--- src/rtl/spq_pkg.sv ---
// Shared types, codes and default sizes for the sorted priority queue.
package spq_pkg;

	localparam int DEF_QUEUE_DEPTH = 16;
	localparam int DEF_DATA_BITS   = 32;
	localparam int DEF_PRIO_BITS   = 16;

	localparam logic REQ_INSERT = 1'b0;
	localparam logic REQ_REMOVE = 1'b1;

	localparam logic [1:0] STAT_INSERTED  = 2'd0;
	localparam logic [1:0] STAT_REMOVED   = 2'd1;
	localparam logic [1:0] STAT_UNDERFLOW = 2'd2;
	localparam logic [1:0] STAT_OVERFLOW  = 2'd3;

	// Command from the controller to the datapath.
	typedef struct packed {
		logic       load;
		logic [1:0] op;
	} spq_cmd_t;

	// Status from the datapath to the controller.
	typedef struct packed {
		logic full;
		logic empty;
	} spq_sts_t;

endpackage

--- src/rtl/sorted_priority_queue.sv ---
// Top level of the sorted priority queue: controller plus cell-row datapath.
//
// Usage: an input transaction carries req_type (insert or remove), data_value
// and priority_value. Inserts are placed behind every stored entry whose
// priority is lower or equal, so the smallest priority leaves first and equal
// priorities leave in arrival order. Every input transaction yields exactly one
// output transaction with status, out_data, out_priority and occupancy.
// Removing from an empty queue reports underflow; inserting into a full queue
// drops the entry and reports overflow.
//
// The result of a transaction accepted at one edge is
// valid after that edge. Throughput is one transaction per cycle, set by the
// row of cells, which compare against the new priority in parallel and shift
// in a single step. The output register lets a new transaction in during the
// same cycle the waiting result is taken; while the receiver stalls, the result
// is held and in_ready stays low.
//
// Reset (arst_n low) empties the queue at once; no clearing pass is needed.
module sorted_priority_queue #(
	parameter int QUEUE_DEPTH = spq_pkg::DEF_QUEUE_DEPTH,
	parameter int DATA_BITS   = spq_pkg::DEF_DATA_BITS,
	parameter int PRIO_BITS   = spq_pkg::DEF_PRIO_BITS,
	parameter int OCC_BITS    = $clog2(QUEUE_DEPTH + 1)
) (
	input  logic                        clk,
	input  logic                        arst_n,
	input  logic                        in_valid,
	output logic                        in_ready,
	input  logic                        req_type,
	input  logic signed [DATA_BITS-1:0] data_value,
	input  logic signed [PRIO_BITS-1:0] priority_value,
	output logic                        out_valid,
	input  logic                        out_ready,
	output logic        [1:0]           status,
	output logic signed [DATA_BITS-1:0] out_data,
	output logic signed [PRIO_BITS-1:0] out_priority,
	output logic        [OCC_BITS-1:0]  occupancy
);
	import spq_pkg::*;

	// Command and status between the controller and the datapath.
	spq_cmd_t cmd;
	spq_sts_t sts;

	// The controller decides the operation from the request and the fill state.
	spq_ctrl u_ctrl (
		.clk       (clk),
		.arst_n    (arst_n),
		.in_valid  (in_valid),
		.in_ready  (in_ready),
		.req_type  (req_type),
		.out_valid (out_valid),
		.out_ready (out_ready),
		.sts       (sts),
		.cmd       (cmd)
	);

	// The datapath holds the sorted entries and the output register.
	spq_datapath #(
		.QUEUE_DEPTH (QUEUE_DEPTH),
		.DATA_BITS   (DATA_BITS),
		.PRIO_BITS   (PRIO_BITS),
		.OCC_BITS    (OCC_BITS)
	) u_datapath (
		.clk            (clk),
		.arst_n         (arst_n),
		.cmd            (cmd),
		.sts            (sts),
		.data_value     (data_value),
		.priority_value (priority_value),
		.status         (status),
		.out_data       (out_data),
		.out_priority   (out_priority),
		.occupancy      (occupancy)
	);

endmodule

--- src/rtl/spq_ctrl.sv ---
// Controller: accepts transactions, picks the operation and tracks the result register.
module spq_ctrl (
	input  logic              clk,
	input  logic              arst_n,
	input  logic              in_valid,
	output logic              in_ready,
	input  logic              req_type,
	output logic              out_valid,
	input  logic              out_ready,
	input  spq_pkg::spq_sts_t sts,
	output spq_pkg::spq_cmd_t cmd
);
	import spq_pkg::*;

	typedef enum logic {
		ST_IDLE,
		ST_RESULT
	} state_t;

	state_t state_q;
	logic   accept;

	// A waiting result may be replaced in the same cycle it is taken.
	assign in_ready  = (state_q == ST_IDLE) || out_ready;
	assign accept    = in_valid && in_ready;
	assign out_valid = (state_q == ST_RESULT);

	always_comb begin
		cmd.load = accept;
		unique case (req_type)
			REQ_INSERT: cmd.op = sts.full  ? STAT_OVERFLOW  : STAT_INSERTED;
			REQ_REMOVE: cmd.op = sts.empty ? STAT_UNDERFLOW : STAT_REMOVED;
			default:    cmd.op = STAT_UNDERFLOW;
		endcase
	end

	always_ff @(posedge clk or negedge arst_n) begin
		if (!arst_n) begin
			state_q <= ST_IDLE;
		end else begin
			unique case (state_q)
				ST_IDLE: begin
					if (accept) begin
						state_q <= ST_RESULT;
					end
				end
				ST_RESULT: begin
					if (out_ready && !accept) begin
						state_q <= ST_IDLE;
					end
				end
				default: state_q <= ST_IDLE;
			endcase
		end
	end

endmodule

--- src/rtl/spq_datapath.sv ---
// Datapath: a row of sorted cells with parallel compare, plus the result register.
module spq_datapath #(
	parameter int QUEUE_DEPTH = spq_pkg::DEF_QUEUE_DEPTH,
	parameter int DATA_BITS   = spq_pkg::DEF_DATA_BITS,
	parameter int PRIO_BITS   = spq_pkg::DEF_PRIO_BITS,
	parameter int OCC_BITS    = $clog2(QUEUE_DEPTH + 1)
) (
	input  logic                        clk,
	input  logic                        arst_n,
	input  spq_pkg::spq_cmd_t           cmd,
	output spq_pkg::spq_sts_t           sts,
	input  logic signed [DATA_BITS-1:0] data_value,
	input  logic signed [PRIO_BITS-1:0] priority_value,
	output logic        [1:0]           status,
	output logic signed [DATA_BITS-1:0] out_data,
	output logic signed [PRIO_BITS-1:0] out_priority,
	output logic        [OCC_BITS-1:0]  occupancy
);
	import spq_pkg::*;

	logic signed [DATA_BITS-1:0] slot_data_q [QUEUE_DEPTH];
	logic signed [PRIO_BITS-1:0] slot_prio_q [QUEUE_DEPTH];
	logic [QUEUE_DEPTH-1:0]      slot_valid_q;
	logic [OCC_BITS-1:0]         count_q;
	logic [OCC_BITS-1:0]         count_next;

	logic [QUEUE_DEPTH-1:0]      le;
	logic [QUEUE_DEPTH-1:0]      le_prev;
	logic signed [DATA_BITS-1:0] prev_data [QUEUE_DEPTH];
	logic signed [PRIO_BITS-1:0] prev_prio [QUEUE_DEPTH];

	logic [1:0]                  status_q;
	logic signed [DATA_BITS-1:0] out_data_q;
	logic signed [PRIO_BITS-1:0] out_prio_q;
	logic [OCC_BITS-1:0]         occupancy_q;

	// Valid cells form a run from cell 0, so the head and tail bits tell empty and full.
	assign sts.full  = slot_valid_q[QUEUE_DEPTH-1];
	assign sts.empty = !slot_valid_q[0];

	// Each cell compares its own priority; the new entry lands at the first cell that loses.
	always_comb begin
		for (int i = 0; i < QUEUE_DEPTH; i++) begin
			le[i] = slot_valid_q[i] && (slot_prio_q[i] <= priority_value);
		end
		le_prev      = {le[QUEUE_DEPTH-2:0], 1'b1};
		prev_data[0] = data_value;
		prev_prio[0] = priority_value;
		for (int i = 1; i < QUEUE_DEPTH; i++) begin
			prev_data[i] = slot_data_q[i-1];
			prev_prio[i] = slot_prio_q[i-1];
		end
	end

	always_comb begin
		unique case (cmd.op)
			STAT_INSERTED:  count_next = count_q + OCC_BITS'(1);
			STAT_REMOVED:   count_next = count_q - OCC_BITS'(1);
			STAT_UNDERFLOW,
			STAT_OVERFLOW:  count_next = count_q;
			default:        count_next = count_q;
		endcase
	end

	always_ff @(posedge clk or negedge arst_n) begin
		if (!arst_n) begin
			slot_valid_q <= '0;
			count_q      <= '0;
		end else if (cmd.load) begin
			count_q <= count_next;
			unique case (cmd.op)
				STAT_INSERTED: slot_valid_q <= {slot_valid_q[QUEUE_DEPTH-2:0], 1'b1};
				STAT_REMOVED:  slot_valid_q <= {1'b0, slot_valid_q[QUEUE_DEPTH-1:1]};
				STAT_UNDERFLOW,
				STAT_OVERFLOW: slot_valid_q <= slot_valid_q;
				default:       slot_valid_q <= slot_valid_q;
			endcase
		end
	end

	always_ff @(posedge clk) begin
		if (cmd.load && cmd.op == STAT_INSERTED) begin
			for (int i = 0; i < QUEUE_DEPTH; i++) begin
				if (!le[i]) begin
					slot_data_q[i] <= le_prev[i] ? data_value : prev_data[i];
					slot_prio_q[i] <= le_prev[i] ? priority_value : prev_prio[i];
				end
			end
		end else if (cmd.load && cmd.op == STAT_REMOVED) begin
			for (int i = 0; i < QUEUE_DEPTH - 1; i++) begin
				slot_data_q[i] <= slot_data_q[i+1];
				slot_prio_q[i] <= slot_prio_q[i+1];
			end
		end
	end

	always_ff @(posedge clk) begin
		if (cmd.load) begin
			status_q    <= cmd.op;
			occupancy_q <= count_next;
			if (cmd.op == STAT_REMOVED) begin
				out_data_q <= slot_data_q[0];
				out_prio_q <= slot_prio_q[0];
			end else begin
				out_data_q <= '0;
				out_prio_q <= '0;
			end
		end
	end

	assign status       = status_q;
	assign out_data     = out_data_q;
	assign out_priority = out_prio_q;
	assign occupancy    = occupancy_q;

endmodule

--- config.mk ---
export PLATFORM = sky130hd
export DESIGN_NAME = sorted_priority_queue
export DESIGN_NICKNAME = d
export VERILOG_FILES = /design/src/rtl/spq_pkg.sv /design/src/rtl/sorted_priority_queue.sv /design/src/rtl/spq_ctrl.sv /design/src/rtl/spq_datapath.sv
export SDC_FILE = /design/constraint.sdc
export NUM_CORES = 2
export LEC_CHECK = 0
export BUFFER_PORTS_ARGS = -buffer_cell sky130_fd_sc_hd__buf_2
export CAP_MARGIN = 5
export CORE_MARGIN = 4
export CORE_UTILIZATION = 43
export CTS_CLUSTER_SIZE = 10
export DETAILED_ROUTE_END_ITERATION = 16
export GPL_TIMING_DRIVEN = 1
export PLACE_DENSITY = 0.7
export REMOVE_ABC_BUFFERS = 1
export SYNTH_ARGS = -nofsm -noshare
export SYNTH_HDL_FRONTEND = slang
export SYNTH_SLANG_ARGS = --single-unit
--- constraint.sdc ---
create_clock -name clk -period 7.5 [get_ports clk]
set_input_delay 0 -clock clk [delete_from_list [all_inputs] [get_ports clk]]
set_output_delay 0 -clock clk [all_outputs]
set_load 0.03 [all_outputs]
==> impl_results.md <==
- Outcome: completed
- Fin crit share: 0.681
- CTS tree: yes
- Seq cells post-synth: 845
- DP HPWL: 105 mm
- # IOs: 110
- Worst-skew pair later-pin latency: 0.68 ns
- Arrival time at the worst endpoint: 5.42 ns
- Largest area contributor in the netlist: edfxtp_1
- Global-route wire length before repair: 249 mm
- Area Overhead vs Synth: 10.4%
- Via density: 6.66
- Worst IR Drop VDD: 195 uV
- Ys async rst share: 0.0260
- Pwr Density: 276 mW/mm^2
- Type of the worst min-delay path: in -> reg
- Synth top area share: 0.503
- Reg clk slew, reported paths: 0.06 ns
- Total CTS buffers: 99
- Overflow left after global routing: 0
- Worst setup SP type: flip-flop
- DRC violation count after routing: 0
- Overall routed net length: 167 mm
- Yosys Warn Count: 0
- RSZ-0062 raised after global routing: false
- Critical path type: reg -> reg
- Post-synthesis cell count: 4709
- Endpoint class of the critical path: flip-flop
- DIE AREA: 0.120 sq mm
- Buffers on Ports: 109
- Root Buffer: clkbuf_16
- Initial antenna violation count: 3
- Top FF cell, synth: edfxtp_1
- Detailed Routing Iterations Pass 1: 8
- Leakage: 20.6 nW
- Die height: 346 um
- Endpoints failing hold: 0
- Nets: 4899
- Longest Clk Path Bufs: 3
- Pins Over Slew Limit: 0
- Slew @ Worst Pin: 1.43 ns
- Power Total: 15.0 mW
- CP Max Fanout: 46
- Setup Viol. Count Final: 0
- Placed cells: 5947
- Distinct cells, synth: 71
- Resized Gates After CTS: 0
- Max Cap Viol: 0
- Largest cells by area after synthesis: edfxtp_1, a221o_1, ha_1
- Vias: 40942
- DRT iter0 DRCs: 5671
- GPL Wtd Cong: 0.989
- Clock Skew: 0.0201 ns
- Die X: 346 um
- Initial core utilization: 0.435
- Seq/Total Area, Yosys: 0.514
- Avg WL per Cell: 27.1 um
- Max H-tree Level: 3
- Rows: 123
- Post-synth EDFFs: 823
- Worst EP required: 7.81 ns
- CTS Sinks: 845
- Fraction of layout cells with a size suffix above 1: 0.0908
- Syn Area/Cell: 10.4 sq um
- Detail Route Antenna Nets: 0
- Tmin final: 5.11 ns
- GRT Total Usage: 0.267
- Core Region: 0.113 sq mm
- Cell Area, Synth: 0.0491 sq mm
- Largest net degree at the start of global routing: 240
- Final std cells w/o fill: 6149
- Fillcell total: 10250
- Max Fclk: 0.196 GHz
- Vias in the first global route: 39588
- Slew HR: 0.0436
[synthesized netlist by cell type (all sizes together) (6+ instances only)]
cell type    n
a2111oi      7
a211oi     153
a21o        87
a21oi      304
a221o      337
a22o        49
a22oi       47
a31oi       56
a41oi       46
and2        40
and3        56
buf         89
clkbuf     377
dfrtp       22
edfxtp     823
ha         243
inv         50
mux2        34
mux2i      205
nand2      639
nand3       60
nand4       51
nor2       512
nor2b       25
nor3        21
nor4         7
o211ai      10
o21a        16
o21ai      268
o31ai        6
or2         10
[sequential cells by signal, indices dropped and copies added, names as in the netlist]
| name | count |
|---|---|
| u_datapath.count_q | 5 |
| u_datapath.out_priority | 16 |
| u_datapath.status | 2 |
| u_datapath.slot_data_q | 512 |
| u_ctrl.out_valid | 1 |
| u_datapath.slot_prio_q | 256 |
| u_datapath.out_data | 32 |
| u_datapath.occupancy | 5 |
| u_datapath.slot_valid_q | 16 |
[worst max-delay path: stages (launching register included)]
cell	delay, ns
edfxtp_1	0.45
ha_2	0.81
buf_4	0.55
nand2_1	0.12
o21ai_0	0.43
o31ai_1	0.24
a31oi_4	0.23
buf_4	0.53
or2_2	0.75
buf_4	0.53
[where the power goes]
| group | internal (mW) | switching (mW) | total [mW] |
|---|---|---|---|
| clock network | 2.53 | 1.92 | 4.45 |
| logic | 1.34 | 2.63 | 3.97 |
| registers | 6.04 | 0.500 | 6.54 |
| total | 9.91 | 5.05 | 15.0 |
[what timing repair did]
action	in CTS	in global routing
setup buffers	0	0
hold endpoints to repair	383	0
hold buffers	52	0
[final cells by class]
class                      instances  area, sq um  share of cell area
sequential                       845        25300               0.466
multi-input combinational       3347        22200               0.409
clock buffer                     132         2690              0.0495
timing repair buffer             258         1880              0.0346
tap                             1500         1880              0.0346
inverter                          51          193             0.00355
clock inverter                    14          124             0.00229
antenna                            2         5.00           0.0000923
[worst paths after layout]
kind,cells past startpoint,endpoint,slack (ns),start
setup / recovery,9,u_datapath.slot_data_q[0][425],2.39,u_datapath.slot_prio_q[6][31]
hold / removal,3,u_datapath.status[0],0.09,req_type
setup reg to reg,9,u_datapath.slot_data_q[0][425],2.39,u_datapath.slot_prio_q[6][31]
hold reg to reg,1,u_datapath.count_q[4],0.49,u_datapath.count_q[4]
max in group asynchronous,3,u_datapath.slot_valid_q[2],6.13,arst_n
min in group asynchronous,3,u_datapath.count_q[3],0.59,arst_n
[cell usage in the layout (no fill, tap or decap), types with 7 or more instances in the layout]
cell and n:
a22o_1 49, and3_1 55, a41oi_1 46, clkinv_1 8, o21a_1 16, a31oi_4 7, clkbuf_16 102, a21oi_1 294
nand4_1 51, dlygate4sd3_1 52, buf_4 91, o211ai_1 10, a221o_1 337, mux2i_1 205, dfrtp_1 19, edfxtp_1 823
buf_2 109, o21ai_1 11, ha_1 242, nand2_1 632, clkbuf_1 28, a211oi_1 153, and2_1 36, o21ai_0 255
nor2b_1 25, or2_2 9, a31oi_1 49, nor3_1 18, inv_1 47, mux2_2 34, a21oi_4 10, nor2_1 509
a22oi_1 47, nand3_1 58, a21o_1 87
[kinds of logic after synthesis]
family | Yosys count | share of synthesized area
compound gates | 1414 | 0.206
fa+ha+maj | 244 | 0.0623
xor+xnor | 6 | 0.00107
mux | 239 | 0.0496
simple gates | 1444 | 0.124
flops | 845 | 0.514
buf+inv | 517 | 0.0421
[layer usage]
metal  GRT usage  wire, um
met4       0.129      8600
met3      0.0656     19300
met1       0.355     64500
met5           0        37
met2       0.411     74200
[stage by stage]
stage          hold slack, ns   TNS, ns  instance area (sq um)  setup WS (ns)  utilization
2_1_floorplan          -0.296  -9444.82                  47200         -15.48            -
3_5_place_dp           0.0105         0                  50800           2.56        0.450
6_report               0.0934         0                  54200           2.39        0.480
3_3_place_gp          0.00557         0                  50800           2.61        0.450
5_1_grt                0.0785         0                  54200           2.27        0.480
4_1_cts                0.0429         0                  54200           2.55        0.479
(Power assumes the default switching activity.)
